**src/rtl/mdac_ram.sv**
```systemverilog
// mdac_ram: generic single write port, single read port RAM with
// registered read data; no dependencies
module mdac_ram #(
   parameter int WIDTH = 8,
   parameter int DEPTH = 16
) (
   input  logic                                      clock,
   input  logic                                      wr_en,
   input  logic [((DEPTH > 1) ? $clog2(DEPTH) : 1)-1:0] wr_addr,
   input  logic [WIDTH-1:0]                          wr_data,
   input  logic                                      rd_en,
   input  logic [((DEPTH > 1) ? $clog2(DEPTH) : 1)-1:0] rd_addr,
   output logic [WIDTH-1:0]                          rd_data
);

   logic [WIDTH-1:0] mem_ff [DEPTH];
   logic [WIDTH-1:0] rd_data_ff;

   // write port
   always_ff @(posedge clock) begin
      if (wr_en) begin
         mem_ff[wr_addr] <= wr_data;
      end
   end

   // registered read port, holds between reads
   always_ff @(posedge clock) begin
      if (rd_en) begin
         rd_data_ff <= mem_ff[rd_addr];
      end
   end

   assign rd_data = rd_data_ff;

endmodule

```
**config.mk**
```make
export PLATFORM = sky130hd
export DESIGN_NAME = mdac_ram
export DESIGN_NICKNAME = d
export VERILOG_FILES = /design/src/rtl/mdac_ram.sv
export SDC_FILE = /design/constraint.sdc
export NUM_CORES = 1
export LEC_CHECK = 0
export BUFFER_PORTS_ARGS = -buffer_cell sky130_fd_sc_hd__buf_2
export CORE_ASPECT_RATIO = 1.75
export CORE_UTILIZATION = 49
export DETAILED_ROUTE_END_ITERATION = 10
export HOLD_SLACK_MARGIN = 0.02
export PLACE_DENSITY = 0.66
export SETUP_SLACK_MARGIN = 0.05
export SLEW_MARGIN = 40
export SYNTH_ARGS = -nofsm -noshare
export SYNTH_HDL_FRONTEND = slang
export SYNTH_SLANG_ARGS = --single-unit
```
**constraint.sdc**
```tcl
create_clock -name clock -period 4.43 [get_ports clock]
set_input_delay 0.2215 -clock clock [delete_from_list [all_inputs] [get_ports clock]]
set_output_delay 0.2215 -clock clock [all_outputs]
set_load 0.02 [all_outputs]
```
; ---- Word-level counts from Yosys, hierarchy flattened
; Memories as Yosys holds them, arrays and structs flattened. A register that Yosys moved wholly into a read port is not among the register bits.
; Index checks and enable logic that the tools add are counted.
[classes]
addsub = 0
mul = 0
div = 0
order_cmp = 0
eq_ne = 0
shifts = 0
muxes = 2
bitwise_logic = 0
n_reduce_logical = 0
[op_table]
columns = op, count
row1 = two-way mux 1 bit, 2
[word_totals]
regBits = 0
latch_bits = 0
ramBits = 128
romBits = 0
inputBits = 19
n_memories = 1
[memory_table]
columns = memory, words, word_bits, read_ports, rd_ports_with_merged_regs, wr, line_no
row1 = mem_ff, 16, 8, 1, 1, 1, 16  ; logic [WIDTH-1:0] mem_ff [DEPTH];

; ---- Logic depth before layout (Yosys ltp)
[depth]
depth_word = 2
mapped_depth = 5
depth_no_buf = 3

; ---- Least setup slack after synthesis
; OpenSTA, ideal clock, no wires.
[synth_path]
kind = input to register
start = input port wr_addr[2] (netlist bit)
end = memory mem_ff[0][0] (enable)
t_arrival_ns = 1.331
required_ns = 4.047
path_slack_ns = 2.716
path_stages = 2
n_path_buf = 0
cell_sequence = or3b_2 nor3_1
[synth_rtl]
columns = item, line_no
row1 = "start, declared", 9  ; input logic [((DEPTH > 1) ? $clog2(DEPTH) : 1)-1:0] wr_addr,
row2 = "end, declared", 16
; Straight into the memory's write port.

==> results.md <==
* # clock sinks at 136
* Area Overhead vs Synth at 16.47%
* Post-Synthesis Net Count at 248
* GR met1 Demand/Resource at 23.99%
* Peak VDD IR at 0.3202 mV
* DP Worst Slack at 2.443 ns
* Multi-input logic area at 1106 um^2
* GR Util All Layers at 19.71%
* Final Setup Violations at 0
* Register area share after synthesis at 78.12%
* Area of the core at 10,300 um^2
* Die X at 80.08 um
* Setup Skew at 0.003891 ns
* Vias in the first global route at 2,508
* Post-synthesis compound-gate area fraction at 2.298%
* Type of destination of the critical path: flip-flop
* Initial core utilization at 50.75%
* CP bufs+invs at 1
* Max Root-Sink Buffers at 2
* Most frequent cells in the layout: 136 x edfxtp_1, 25 x buf_2, 18 x mux4_2, 17 x clkbuf_16, 16 x a22oi_1
* Hold WS at 0.1795 ns
* CP max FO at 32
* CTS Hold Buffers Added at 0
* Multiplexer share of the synthesized area at 14.79%
* TritonRoute pass-1 iters at 4
* Final instance area at 6088 um^2
* Row count at 49
* Clock Tree Root: clkbuf_16
* Largest net degree at the start of global routing at 33
* Ports at 27
* Critical Path RT at 4.59 ns
* Post-Synth Adder-Cell Area at 0%
* Simple-gate portion of the synthesized area at 3.135%
* Crit-path max cell delay at 0.63 ns
* Crit-path cells: buf_4, mux4_1, a22oi_1, nand2_1
* Yosys warning count at 0
* Total power at 2.995 mW
* # diodes at 0
* Crit path DAT at 1.70 ns
* Worst setup margin at 2.885 ns
* HP Class: input pin to flip-flop
* Routed WL per cell at 23.95 um
* RSZ-0062 raised after global routing: false
* Cells after synthesis at 229
* Met2 usage at 33.11%
* Pleak at 2.017 nW
* Depth of the CTS H-tree at 4
* Placed Area at 5477 um^2
* Commonest non-fill, non-tap cell in the layout: edfxtp_1
* Mapped Area at 5228 um^2
* TritonCTS clock tree: done
* Via/cell ratio at 5.897
* Critical-path top delay cell: mux4_1
* Register area at 4084 um^2
* 1st-iter DRT viols at 176
* Crit Path Class: input pin to flip-flop
* IO Port Bufs at 26
* CP delay by family, top: multiplexers
* GR Overflow Total at 0
* Layer with the highest usage: met2
* Mapped Avg Cell Area at 22.83 um^2
* Final WL at 9.722 mm
* Initial antenna violation count at 0
* Ratio of cells with drive above 1 in the final layout at 30.82%
* Clk slew on worst S/H paths at 0.05 ns
* XOR/XNOR share of the synthesized area at 0%
* Nets at 285
* Largest family of logic cells by synthesized area: multiplexers
* Layout fillers at 743
* Post-layout min period at 1.545 ns
* Die Y at 138.6 um
* Yosys reg bits at 136
* Maximum clock rate at 647.4 MHz
* Die ar. at 11,100 um^2
* Post_cts resized at 0
* Final Hold Vio Count at 0
* Drt drc at 0
* M3 GR Usage at 5.197%
* Final Cycle Share at 34.87%
* Setup TNS at 0 ns
* Detail Route Antenna Nets at 0
* GPL Wtd Cong at 0.7091
* TritonCTS Buffers at 17
* Clk Latency, worst-skew pair at 0.41 ns
* Slew Limit Fails at 0
* Status: complete, no violations
* Max Cap Violations at 0
* Startpoint types: input pin
* Detailed-route via count at 2,394
* Power Density at 491.8 nW/um^2
* Synth unique cells at 18
* Post-detail-place hpwl at 6.268 mm
* Postcts setup bufs at 0
* Worst slew pin tran at 0.8142 ns
* First-pass GRT wire length at 14.81 mm
* Slew margin rel. at 45.43%
where the power goes:
part | internal, mW | total [mW] | switching [mW]
registers | 1.45 | 1.46 | 0.00695
logic | 0.0510 | 0.133 | 0.0821
clock network | 0.926 | 1.40 | 0.478
total | 2.43 | 2.99 | 0.567
cells in the mapped netlist:
cell,n,area share (%)
nand3_1,1,0.096
mux4_1,14,7.0
buf_6,3,0.65
nand2_1,9,0.65
and2_1,1,0.12
mux4_2,18,7.8
nor3_1,4,0.38
nor2b_1,1,0.12
clkdlybuf4s25_2,3,0.57
buf_2,3,0.29
and2b_1,1,0.14
a22oi_1,16,2.3
nand3b_1,2,0.29
or3b_2,1,0.17
nand2b_1,2,0.24
nor2_1,13,0.93
buf_4,1,0.14
edfxtp_1,136,78
metrics by stage:
step | instances | util (%)
after floorplan | 229 | -
after global placement | 374 | 52.96
after detailed placement | 374 | 53.17
after CTS | 406 | 58.92
after global routing | 406 | 59.11
final | 406 | 59.11
flip-flops by register name, summed over array words and instances, names as in the netlist:
| name | cells |
|---|---|
| mem_ff | 128 |
| rd_data | 8 |
routing by layer:
metal | vias to the layer above | part of all wire, %
met3 | 10 | 4.3
met4 | 0 | 1.6
met1 | 1243 | 39
met2 | 86 | 55
li1 | 1055 | -
met5 | - | 0
worst paths after layout:
check                 from         end  slack (ns)  depth (start not counted)
max             rd_addr[0]  rd_data[3]        2.89                          4
min                  rd_en  rd_data[6]        0.18                          1
max reg2reg   mem_ff[2][3]  rd_data[3]        2.97                          3
min reg2reg  mem_ff[14][4]  rd_data[4]        0.75                          3
cell type report:
type | count | area share (%)
clock buffer | 19 | 7.111
clock inverter | 13 | 2.610
multi-input combinational | 83 | 18.17
sequential | 136 | 67.08
tap | 127 | 2.610
timing repair buffer | 28 | 2.425
logic make-up after synthesis:
group / after synthesis
buffers and inverters: 10
flip-flops: 136
AND/OR/NAND/NOR: 35
AO/OA/AOI/OAI: 16
multiplexers: 32
(Power assumes the default switching activity.)
