`src/rtl/mdac_pkg.sv`:
```
// mdac_pkg: shared constants, codes and transaction types for the
// multidimensional array address calculator; no dependencies
package mdac_pkg;

   // table geometry, both must be powers of two
   localparam int NUM_ARRAYS = 16;
   localparam int MAX_DIMS   = 8;

   localparam int ID_W       = (NUM_ARRAYS > 1) ? $clog2(NUM_ARRAYS) : 1;
   localparam int SLOT_W     = (MAX_DIMS > 1) ? $clog2(MAX_DIMS) : 1;
   localparam int DIM_ADDR_W = ID_W + SLOT_W;
   localparam int DIM_DEPTH  = NUM_ARRAYS * MAX_DIMS;

   // command codes
   typedef enum logic [1:0] {
      CMD_DECLARE = 2'd0,
      CMD_BOUNDS  = 2'd1,
      CMD_INDEX   = 2'd2
   } cmd_type;

   // sequencer states
   typedef enum logic [2:0] {
      ST_IDLE,
      ST_MUL,
      ST_ACC,
      ST_SCALE,
      ST_OUT
   } state_type;

   // request transaction
   typedef struct packed {
      logic [1:0]         command;
      logic [3:0]         array_id;
      logic [30:0]        base_address;
      logic [15:0]        element_size;
      logic [3:0]         dim_count;
      logic [2:0]         dim_slot;
      logic signed [15:0] lower_bound;
      logic signed [15:0] upper_bound;
      logic signed [15:0] subscript;
      logic               last_subscript;
   } req_type;

   // response transaction
   typedef struct packed {
      logic signed [31:0] address;
      logic [3:0]         ref_array;
   } rsp_type;

   // per-dimension table entry
   typedef struct packed {
      logic [15:0] low;
      logic [16:0] extent;
   } dim_entry_type;

   // per-array descriptor entry
   typedef struct packed {
      logic [30:0] base;
      logic [15:0] size;
   } desc_entry_type;

   // sequencer controls for the arithmetic unit
   typedef struct packed {
      logic mul_scale;   // multiply by element size instead of extent
      logic prod_load;
      logic acc_load;
      logic acc_clear;
      logic rsp_load;
   } ctrl_type;

endpackage

```
`src/rtl/mdac_seq.sv`:
```
// mdac_seq: sequencer for one subscript transaction through the shared
// multiplier; depends on mdac_pkg
module mdac_seq
   import mdac_pkg::*;
(
   input  logic     clock,
   input  logic     reset,
   input  logic     index_start,
   input  logic     last,
   output logic     busy,
   output ctrl_type ctrl
);

   state_type state_ff;
   state_type state_in;

   // state register
   always_ff @(posedge clock) begin
      if (reset) begin
         state_ff <= ST_IDLE;
      end else begin
         state_ff <= state_in;
      end
   end

   // next state and controls
   always_comb begin
      state_in = state_ff;
      ctrl     = '0;
      busy     = 1'b1;
      unique case (state_ff)
         ST_IDLE: begin
            busy = 1'b0;
            if (index_start) begin
               state_in = ST_MUL;
            end
         end
         // acc times extent, table data valid now
         ST_MUL: begin
            ctrl.prod_load = 1'b1;
            state_in       = ST_ACC;
         end
         // acc = product + (subscript - low)
         ST_ACC: begin
            ctrl.acc_load = 1'b1;
            state_in      = last ? ST_SCALE : ST_IDLE;
         end
         // element size times offset
         ST_SCALE: begin
            ctrl.mul_scale = 1'b1;
            ctrl.prod_load = 1'b1;
            state_in       = ST_OUT;
         end
         // add base, register response, restart reference
         ST_OUT: begin
            ctrl.rsp_load  = 1'b1;
            ctrl.acc_clear = 1'b1;
            state_in       = ST_IDLE;
         end
         default: begin
            state_in = ST_IDLE;
         end
      endcase
   end

endmodule

```
`config.mk`:
```
export PLATFORM = sky130hd
export DESIGN_NAME = mdac_seq
export DESIGN_NICKNAME = d
export VERILOG_FILES = /design/src/rtl/mdac_pkg.sv /design/src/rtl/mdac_seq.sv
export SDC_FILE = /design/constraint.sdc
export NUM_CORES = 1
export LEC_CHECK = 0
export BUFFER_PORTS_ARGS = -buffer_cell sky130_fd_sc_hd__buf_2
export CAP_MARGIN = 20
export CORE_AREA = 2 2 39 41
export DETAILED_ROUTE_END_ITERATION = 10
export DIE_AREA = 0 0 41 43
export HOLD_SLACK_MARGIN = 0.1
export SYNTH_ARGS = -nofsm -noshare
export SYNTH_HDL_FRONTEND = slang
export SYNTH_SLANG_ARGS = --single-unit
```
`constraint.sdc`:
```
create_clock -name clock -period 1.6 [get_ports clock]
set_input_delay 0 -clock clock [delete_from_list [all_inputs] [get_ports clock]]
set_output_delay 0 -clock clock [all_outputs]
set_load 0.02 [all_outputs]
```
# Word-level counts from Yosys, hierarchy flattened
# Cells that the tools add are included.
dict set report word_totals {
  regBits 3
  in_bits 4
  output_inout_bits 6
}
dict set report op_classes {
  n_eq_ne 5
  muxes 8
  reduce_logical 2
}
# operator n
set op_table {}
lappend op_table {{case mux 3 bit (4 select lines)} 1}
lappend op_table {{== test 3 x 2 -> 1 bit, second input constant} 2}
lappend op_table {{2-to-1 mux 1 bit} 4}
lappend op_table {{2-to-1 mux 2 bit} 2}
lappend op_table {{== test 3 x 1 -> 1 bit, second input constant} 1}
lappend op_table {{== test 3 bit, second input constant} 1}
lappend op_table {{logical NOT 3 bit} 1}
lappend op_table {{2-to-1 mux 3 bit} 1}
lappend op_table {{inequality test 2 bit, second input constant} 1}
lappend op_table {{OR reduction 2 bit} 1}

# Longest topological paths before layout
dict set report depth {
  depth_word 3
  depth_mapped 2
  mapped_depth_nobuf 2
}

# Worst setup path after synthesis
# Ideal clock, no wire load.
dict set report synth_timing {
  path_type {reg-to-output}
  startpoint {reg state_ff[2]}
  endpoint {out ctrl[1] (netlist name)}
  t_arrival_ps 1256
  t_required_ps 1600
  setup_slack_ps 344
  stages_incl_launch_ff 3
  path_buffers 1
  path_cell_list {dfxtp_1 > nor3b_1 > buf_4}
}
# item line_no
set synth_rtl {}
lappend synth_rtl {{start, declared} mdac_seq.sv:14} ;# state_type state_ff;
lappend synth_rtl {{start signal, assigned} mdac_seq.sv:22} ;# state_ff <= state_in;
lappend synth_rtl {{end, declared} mdac_seq.sv:11} ;# output ctrl_type ctrl

==> flow_metrics.tcl <==
set metrics [dict create \
    outcome "complete, no violations" \
    syn_avg_cell_area_um2 10.8 \
    clock_latency_ps 230 \
    ys_seq_area_share_pct 37.2 \
    critPathLaunch "state_ff[2]$_SDFFE_PP0P_" \
    hold_violations 0 \
    drt-total-wl_um 371 \
    place_congestion 0.542 \
    numCtsBuffers 3 \
    grt_max_degree 9 \
    start_kind "flip-flop" \
    power_density_nw_per_um2 950 \
    min_period_over_period_pct 71.7 \
    largest_register_ffs 3 \
    ios 10 \
    r2r_cells 2 \
    synthCells 15 \
    grt_overflow_total 0 \
    most-common-layout-cells "buf_2, clkbuf_4, dlygate4sd3_1, dfxtp_1, nor3b_1" \
    dp_hpwl_um 260 \
    grt_pass1_vias 162 \
    clock_path_buffers 2 \
    finalNetCount 35 \
    dieArea_um2 1760 \
    stdcell_count 46 \
    setup_viol 0 \
    start_util_pct 11.7 \
    n_antenna_cell 0 \
    drive_gt1_share_pct 46.7 \
    p_leak_nw 0.125 \
    dr.pass1.iters 1 \
    clock-sinks 3 \
    fin_worst_skew_ps 0.516 \
    max-vdd-ir-drop_mv 0.132 \
    cp_max_fo 7 \
    area_growth_syn_to_layout_pct 70.5 \
    relSlewSlack_pct 83.8 \
    critPathRequiredTime_ps 1600 \
    ys_types 12 \
    reg2reg_to "state_ff[2]$_SDFFE_PP0P_" \
    worstSetupPathType "flip-flop to output port" \
    cts_root_buffer "clkbuf_4" \
    total_power_w 0.000261 \
    drc 0 \
    top_register "state_ff" \
    fin_crit_ps 1150 \
    mostFrequentLayoutCell "buf_2" \
    die_width_um 41 \
    htreeDepth 1 \
    yosysWarnings 0 \
    placed_cells 39 \
    core_um2 1380 \
    worst-slew-pin-transition_ps 242 \
    crit_path_end "ctrl[0]" \
    hold_path.class "input port to flip-flop" \
    num_rows 14 \
    ant_nets 0 \
    worstPathArrival_ps 1150 \
    timing.rr.start "state_ff[2]$_SDFFE_PP0P_" \
    reg_top3 "state_ff (3)" \
    syn_nets 19 \
    synth_seq_cells 3 \
    clkTransAtPathRegs_ps 40 \
    rsz0062_at_grt "no" \
    r2r_slack_ps 740 \
    slew_violations 0 \
    hold_depth 3 \
    antenna_found_initial 0 \
    port_buffers 9 \
    cts_tree "yes" \
    vias 171 \
    grt_usage_pct 5.41 \
    synthesis.area_um2 161 \
    die_h_um 43 \
    drt_iter0_drc 0 \
    vias_per_cell 3.72 \
    utilization_pct 19.9 \
    fmax_mhz 871 \
    tns_ps 0 \
    grt_pass1_wl_um 552 \
    cap_violations 0 \
    timing.hold.ws_ps 524 \
    cp-end-kind "output port" \
    wl_per_cell_um 8.07 \
]
area by class of cell:
cell class	instances	area (µm²)
flip-flops and latches	3	60.1
well taps	16	20.0
clock buffers	4	26.3
fillers	159	1110
multi-input cells	11	93.8
repair buffers	12	75.1
per-layer routing:
metal	part of all wire (%)	GRT usage [%]	vias to the layer above	routed length, µm
met5	0	0	-	0
met4	5.7	10.0	0	21
met3	5.9	0	2	22
met2	53	8.13	7	196
met1	35	4.15	77	130
li1	-	-	85	-
worst min path at each step:
stage,endpoint,start,slack [ps]
finish,state_ff[2]$_SDFFE_PP0P_,reset,520
global route,state_ff[2]$_SDFFE_PP0P_,reset,550
CTS,state_ff[2]$_SDFFE_PP0P_,reset,520
detailed placement,state_ff[2]$_SDFFE_PP0P_,reset,240
global placement,state_ff[2]$_SDFFE_PP0P_,reset,230
floorplan,state_ff[2]$_SDFFE_PP0P_,reset,60
cell usage after synthesis, drive strengths merged:
| cell type | count | area share [%] |
|---|---|---|
| a211oi | 1 | 4.7 |
| nor2b | 2 | 12 |
| nand2b | 1 | 3.9 |
| buf | 1 | 4.7 |
| mux2i | 1 | 6.2 |
| or3 | 1 | 3.9 |
| and3b | 1 | 5.4 |
| nand3b | 1 | 4.7 |
| dfxtp | 3 | 37 |
| nor4 | 1 | 7.8 |
| nor3b | 2 | 9.3 |
timing repair:
item	4_1_cts	5_1_grt
hold buffers	3	0
resized for setup	0	0
hold endpoints to repair	3	0
endpoints found under the setup margin	0	0
buffers inserted	0	0
metrics by stage:
stage | setup slack, ps | instance area [µm²]
floorplan | 344 | 161
global placement | 677 | 219
detailed placement | 671 | 219
CTS | 407 | 275
global route | 323 | 275
finish | 452 | 275
worst max-delay path: stages (launching register included):
cell and delay, ps:
dfxtp_1 420, nor3b_1 280, buf_2 220
logic make-up after synthesis:
family                 Yosys count  share of synthesized area [%]
flip-flops                       3                           37.2
buffers and inverters            1                           4.65
multiplexers                     1                           6.20
AO/OA/AOI/OAI                    1                           4.65
AND/OR/NAND/NOR                  9                           47.3
report_power, final:
part / switching (W) / internal (W) / total (W)
clock network: 0.0000420 / 0.0000936 / 0.000136
registers: 0.00000650 / 0.0000791 / 0.0000856
logic: 0.0000191 / 0.0000211 / 0.0000402
No activity file was read; power rests on OpenSTA's default activity.
