===== src/rtl/mdac_pkg.sv =====
// mdac_pkg: shared constants, codes and transaction types for the
// multidimensional array address calculator; no dependencies
package mdac_pkg;

   // table geometry, both must be powers of two
   localparam int NUM_ARRAYS = 16;
   localparam int MAX_DIMS   = 8;

   localparam int ID_W       = (NUM_ARRAYS > 1) ? $clog2(NUM_ARRAYS) : 1;
   localparam int SLOT_W     = (MAX_DIMS > 1) ? $clog2(MAX_DIMS) : 1;
   localparam int DIM_ADDR_W = ID_W + SLOT_W;
   localparam int DIM_DEPTH  = NUM_ARRAYS * MAX_DIMS;

   // command codes
   typedef enum logic [1:0] {
      CMD_DECLARE = 2'd0,
      CMD_BOUNDS  = 2'd1,
      CMD_INDEX   = 2'd2
   } cmd_type;

   // sequencer states
   typedef enum logic [2:0] {
      ST_IDLE,
      ST_MUL,
      ST_ACC,
      ST_SCALE,
      ST_OUT
   } state_type;

   // request transaction
   typedef struct packed {
      logic [1:0]         command;
      logic [3:0]         array_id;
      logic [30:0]        base_address;
      logic [15:0]        element_size;
      logic [3:0]         dim_count;
      logic [2:0]         dim_slot;
      logic signed [15:0] lower_bound;
      logic signed [15:0] upper_bound;
      logic signed [15:0] subscript;
      logic               last_subscript;
   } req_type;

   // response transaction
   typedef struct packed {
      logic signed [31:0] address;
      logic [3:0]         ref_array;
   } rsp_type;

   // per-dimension table entry
   typedef struct packed {
      logic [15:0] low;
      logic [16:0] extent;
   } dim_entry_type;

   // per-array descriptor entry
   typedef struct packed {
      logic [30:0] base;
      logic [15:0] size;
   } desc_entry_type;

   // sequencer controls for the arithmetic unit
   typedef struct packed {
      logic mul_scale;   // multiply by element size instead of extent
      logic prod_load;
      logic acc_load;
      logic acc_clear;
      logic rsp_load;
   } ctrl_type;

endpackage


===== src/rtl/mdac_mac.sv =====
// mdac_mac: shared multiplier with product register and running offset
// accumulator; depends on mdac_pkg
module mdac_mac
   import mdac_pkg::*;
(
   input  logic               clock,
   input  logic               reset,
   input  ctrl_type           ctrl,
   input  dim_entry_type      dim,
   input  desc_entry_type     desc,
   input  logic signed [15:0] subscript,
   output logic [31:0]        address
);

   logic [31:0] acc_ff;
   logic [31:0] acc_in;
   logic [31:0] prod_ff;
   logic [31:0] prod_in;
   logic [31:0] diff_ff;
   logic [31:0] diff_in;
   logic [16:0] mul_b;

   // shared multiplier, operand a is always the running offset
   always_comb begin
      mul_b   = ctrl.mul_scale ? {1'b0, desc.size} : dim.extent;
      prod_in = acc_ff * 32'(mul_b);
   end

   // subscript minus low bound, both sign extended, wraps mod 2^32
   assign diff_in = 32'(subscript) - 32'($signed(dim.low));

   always_ff @(posedge clock) begin
      diff_ff <= diff_in;
      if (ctrl.prod_load) begin
         prod_ff <= prod_in;
      end
   end

   // running row-major offset
   always_comb begin
      acc_in = acc_ff;
      priority if (ctrl.acc_clear) begin
         acc_in = '0;
      end else if (ctrl.acc_load) begin
         acc_in = prod_ff + diff_ff;
      end
   end

   always_ff @(posedge clock) begin
      if (reset) begin
         acc_ff <= '0;
      end else begin
         acc_ff <= acc_in;
      end
   end

   assign address = {1'b0, desc.base} + prod_ff;

endmodule


===== config.mk =====
export PLATFORM = sky130hd
export DESIGN_NAME = mdac_mac
export DESIGN_NICKNAME = d
export VERILOG_FILES = /design/src/rtl/mdac_pkg.sv /design/src/rtl/mdac_mac.sv
export SDC_FILE = /design/constraint.sdc
export NUM_CORES = 1
export LEC_CHECK = 0
export ABC_AREA = 1
export BUFFER_PORTS_ARGS = -buffer_cell sky130_fd_sc_hd__buf_4
export CAP_MARGIN = 0
export CORE_UTILIZATION = 55
export DETAILED_ROUTE_END_ITERATION = 6
export GPL_TIMING_DRIVEN = 0
export PLACE_DENSITY = 0.74
export SYNTH_ARGS = -nofsm -noshare
export SYNTH_HDL_FRONTEND = slang
export SYNTH_SLANG_ARGS = --single-unit

===== constraint.sdc =====
create_clock -name clock -period 16.23 [get_ports clock]
set_input_delay 2.4345 -clock clock [delete_from_list [all_inputs] [get_ports clock]]
set_output_delay 2.4345 -clock clock [all_outputs]
set_load 0.02 [all_outputs]

# Word level (Yosys, flattened, before mapping)
# Index checks and enable logic that the tools add are counted.
# totals
elab_cells	9
register_bits	81
input_bits	103
output_inout_bits	32
# op_classes
n_addsub	3
n_mul	1
muxes	1
reduce_logical	1
# op_table
cell	count
$add A31 B32 Y32	1
$add A32 B32 Y32	1
$mul A32 B17 Y32	1
$mux W17	1
$sub A16 B16 Y17	1
$reduce_or A2 Y1	1

# Depth between registers and ports, before layout
# logic_depth
depth_word	2
ltp_mapped	30
mapped_depth_nobuf	29

# Least setup slack after synthesis
# No wires, ideal clock.
# synth_path
kind	input port to flip-flop
start	input ctrl[4] (netlist name)
end	register prod_ff[20] (data pin)
arrival_ps	7601
path_slack_ps	8364
path_buffers	2
cell_stages	24
setup_time_ps	265
required_time_ps	15965
cell_sequence	inv_2 -> buf_6 -> nand2_1 -> nand2_1 -> inv_1 -> clkbuf_1 -> nand2_1 -> fa_1 -> fa_1 -> fa_1 -> fa_1 -> inv_1 -> fa_1 -> inv_1 -> fa_1 -> inv_1 -> ha_1 -> nand2_1 -> nor4_1 -> nand2_1 -> nand3_1 -> a21oi_1 -> o21ai_0 -> xor2_1
# synth_between
elab_chain_len	2
# synth_lines
element	line	text
from (decl)	mdac_mac.sv:8	input ctrl_type ctrl,
$mux W17	mdac_mac.sv:25	mul_b = ctrl.mul_scale ? {1'b0, desc.size} : dim.extent;
$mul A32 B17 Y32	mdac_mac.sv:26	prod_in = acc_ff * 32'(mul_b);
named net prod_in[20]	mdac_mac.sv:18	logic [31:0] prod_in;
to (signal assigned)	mdac_mac.sv:35	prod_ff <= prod_in;
to (decl)	mdac_mac.sv:17	logic [31:0] prod_ff;
# The timed path passes the listed nets, and every way through them passes these cells.
# A chain may end at the register's enable or synchronous reset.

# Worst setup path in the final report
# layout_path
start	input ctrl[4] (netlist name)
end	register prod_ff[28] (data pin)
# Same word-level chain as after synthesis.

==> summary by stage <==
Synth
In the synthesized netlist the async set-or-reset flop fraction comes to 0. The complex-gate fraction of the synthesized area is 0.08610. Of the total synthesized cell area, the portion taken by AND, OR, NAND and NOR gates is 0.2079.

After synthesis, the cell types taking the most area are fa_1 (33%), inv_1 (12%), nand2_1 (12%), ha_1 (9.4%), dfxtp_1 (5.1%). The total nets after synthesis is 3236. Yosys printed 0 warnings.

The top cell type by total area after synthesis is fa_1. The adder and majority gate portion of the synthesized area is 0.4258. The proportion of synthesized area in mux cells is 0. The parity-gate share of the synthesized area counting xor and xnor cells is 0.03928. Of the synthesized area, sequential elements account for 0.1001. After synthesis, the netlist uses 47 different library cells. The cell area that synthesis handed to floorplanning was 0.01940 mm2.

After technology mapping, the gate count stands at 2666. The portion of synthesized cell area occupied by the leading cell type is 0.3323. In this run, synthesis inferred 32 flip-flops with an integrated enable. After synthesis, the largest family of logic cells by area is adder cells. The number of synthesized register bits is 81.

The mean cell area of the mapped netlist is 7.277 um2. The dominant register cell in the synthesized netlist is dfxtp_1.

Final layout
The most common library cell in the layout ignoring fill and taps is inv_1. The number of standard cells in the final layout excluding fillers is 3270. The ratio of cells with drive above 1 in the final layout is 0.06288.

The post-layout net count is 3380. With fillers left out, the area of the finished cells amounts to 0.02129 mm2. The area growth from synthesis to layout is 9.745%.

Once layout is complete, the utilization of the core stands at 0.6149. The top cell types in the final layout, fill and taps aside, are inv_1 (645), nand2_1 (624), fa_1 (322). The diode insertion count for antenna repair is 0.

STA
Hold timing on the final database bottoms out at a slack of 0.5821 ns. Setup repair after global routing left no endpoint under its margin. Measured against its own limit, the worst slew margin works out to 0.4636. Derived from the worst setup path, the maximum achievable clock frequency is 108.8 MHz. The final critical path time including I/O delays and setup is 9.188 ns. The worst setup skew after layout is 0.01231 ns. The final worst-path setup slack is 7.042 ns. The final number of setup-violating endpoints is 0. The slew of the pin with the lowest slew margin is 0.8045 ns. The period utilization is 0.5661. Adding up every negative setup slack in the final design gives 0 ns.

The count of endpoints failing hold in the final timing report came to 0. The number of max-slew violations in the final report was 0.

Floorplanning
Row generation in the floorplan step produced 68 rows. The die covers 0.03603 mm2. In this run the count of I/O pins placed on the die edge is 135.

The initial utilization of the core area, before any placement, comes to 0.5603. The floorplan die height is 189.8 um. From left edge to right edge, the die measures 189.8 um.

The region available for standard cell placement spans 0.03463 mm2.

Worst setup path
In this run the critical register-to-register path is launched from acc_ff[6]$_SDFFE_PP0P_. The data arrival at the endpoint of the critical path is 9.29 ns. The maximum fanout encountered on the critical timing path is 10. The cell count of the worst reg-to-reg path is 22. The worst reg-to-reg setup slack is 9.26 ns. The number of buffers and inverters on the critical path is 10. At the worst endpoint, the required time is 16.33 ns. The family with the most delay on the worst path is adder cells. By instance count, the cell type seen most on the critical path is nand2_1. The worst setup path is launched from an input pin.

The endpoint of the worst-slack reg-to-reg timing path is prod_ff[27]$_DFFE_PP_. On the worst path, the slowest cell contributes a delay of 0.59 ns. The cell with the largest stage delay on the worst path is fa_1. The setup path with the least slack is of type in2reg. The critical path capture point type is a flip-flop.

Placed design
The count of input and output buffers is 133. Summed over all nets, the half-perimeter wirelength after detailed placement is 51750 um. The area after detailed placement is 0.02097 mm2. Before CTS, the worst setup slack after placement is 6.964 ns. The last weighted congestion value of the routability-driven placer is 1.016. The instance count after placement with tap cells included is 3254.

Clocking
The number of gates given a new drive strength after cts is 0. Clock-pin slew was measured on the worst setup and hold paths at 0.07 ns. The clock network latency to the later pin of the worst-skew pair is 0.36 ns.

The post-CTS setup buffer count is 0. The CTS root buffer is clkbuf_16. The clock tree synthesis step divided the H-tree into 3 levels.

The TritonCTS clock tree is done. The maximum buffer depth of the clock tree is 2. The number of hold buffers added after CTS was 0. For this design, the sink count on the clock tree is 81. The number of buffers added by the clock tree synthesis step is 9.

Pwr
The total power after layout is 3.443 mW. Power spread over the standard cell area amounts to 161.7 mW/mm2. In this run the static leakage power is 11.34 nW. The worst vdd rail ir drop is 0.1587 mV.

GRT
The first global-routing pass estimated 93790 um of wire. Entering global routing, the biggest net connects 33 pins. The initial antenna violation count is 0. The aggregate global routing overflow is 0. The total routing usage reported by global routing is 0.3414. The via count of the first global-routing pass is 17.88k.

Status
The run finished with clean final reports.

Run
The number of max-cap violations is 0.

Detailed routing
The total vias in the final route is 17.79k. The post-detailed-route wirelength per cell is 18.22 um. The wire length after detailed routing is 59590 um. Dividing the detail-routed via count by the number of cells gives 5.441. For this run, design rule violations remaining after detail routing come to 0. The count of nets left with antenna violations after detail routing is 0. In this run, the number of DRC markers left after iteration 0 of detailed routing was 1487. The first detailed-routing pass took 5 iterations.

Hold path
The worst hold path begins at acc_ff[22]$_SDFFE_PP0P_. The kind of path behind the tightest hold check is reg2reg. The cell count of the worst hold path is 4. For hold timing, the worst endpoint is acc_ff[22]$_SDFFE_PP0P_.
-- logic make-up (layout without fill, tap and decap cells) --
group           after synthesis  count (layout)
buf+inv                     723             872
simple gates               1008            1008
xor+xnor                     87              87
flops                        81              81
fa+ha+maj                   467             467
compound gates              300             300
-- sequential cells by signal (all words and copies together) (netlist names) --
register	flops
diff_ff	17
prod_ff	32
acc_ff	32
-- metal layers --
layer,vias up,wire length [um],global-route usage,share of wire
met3,135,6068,0.08356,0.10
li1,8276,-,-,-
met5,-,0,0,0
met1,8600,24700,0.4543,0.41
met2,781,26510,0.5406,0.44
met4,0,2304,0.1234,0.039
-- area by class of cell --
| type | count | area, um2 |
|---|---|---|
| plain buffers | 66 | 266.5 |
| clock buffers | 10 | 250.2 |
| clock inverters | 6 | 72.57 |
| fillers | 3194 | 13340 |
| inverters | 657 | 2466 |
| multi-input cells | 1862 | 14730 |
| flip-flops and latches | 81 | 1942 |
| well taps | 455 | 569.3 |
| repair buffers | 133 | 998.5 |
-- worst reg2reg max path: stages (launching register included) --
cell and delay [ns]:
dfxtp_1 0.31, clkbuf_1 0.61, clkinv_1 0.69, nor2_1 0.30
fa_1 0.43, inv_1 0.08, fa_1 0.45, fa_1 0.53
inv_1 0.06, fa_1 0.49, fa_1 0.52, inv_1 0.05
fa_1 0.48, inv_1 0.04, ha_1 0.35, a21oi_1 0.21
o21ai_0 0.10, a21oi_1 0.26, nand3_1 0.23, a21o_1 0.23
nand2_1 0.07, nand2_1 0.06, xor2_1 0.15
-- worst max path at each step --
stage / cells after the start / slack, ns / start / to
3_3_place_gp: 29 / 7.02 / ctrl[4] / prod_ff[28]$_DFFE_PP_
5_1_grt: 29 / 6.79 / ctrl[4] / prod_ff[28]$_DFFE_PP_
2_1_floorplan: 24 / 8.36 / ctrl[4] / prod_ff[20]$_DFFE_PP_
4_1_cts: 26 / 7.31 / ctrl[4] / prod_ff[31]$_DFFE_PP_
3_5_place_dp: 29 / 6.96 / ctrl[4] / prod_ff[28]$_DFFE_PP_
6_report: 29 / 7.04 / ctrl[4] / prod_ff[28]$_DFFE_PP_
-- Yosys cell counts (all sizes together) (24+ instances only) --
cell,number
nor2,244
fa,322
a21o,24
edfxtp,32
inv,650
a21oi,134
xor2,63
clkbuf,59
dfxtp,49
ha,145
nand3,84
nand2,636
o21ai,104
xnor2,24
-- power breakdown --
group	internal [mW]	switching, mW	total (mW)
registers	0.327	0.0955	0.423
clock network	0.130	0.0909	0.221
logic	1.01	1.79	2.80
No activity file was read; power rests on OpenSTA's default activity.
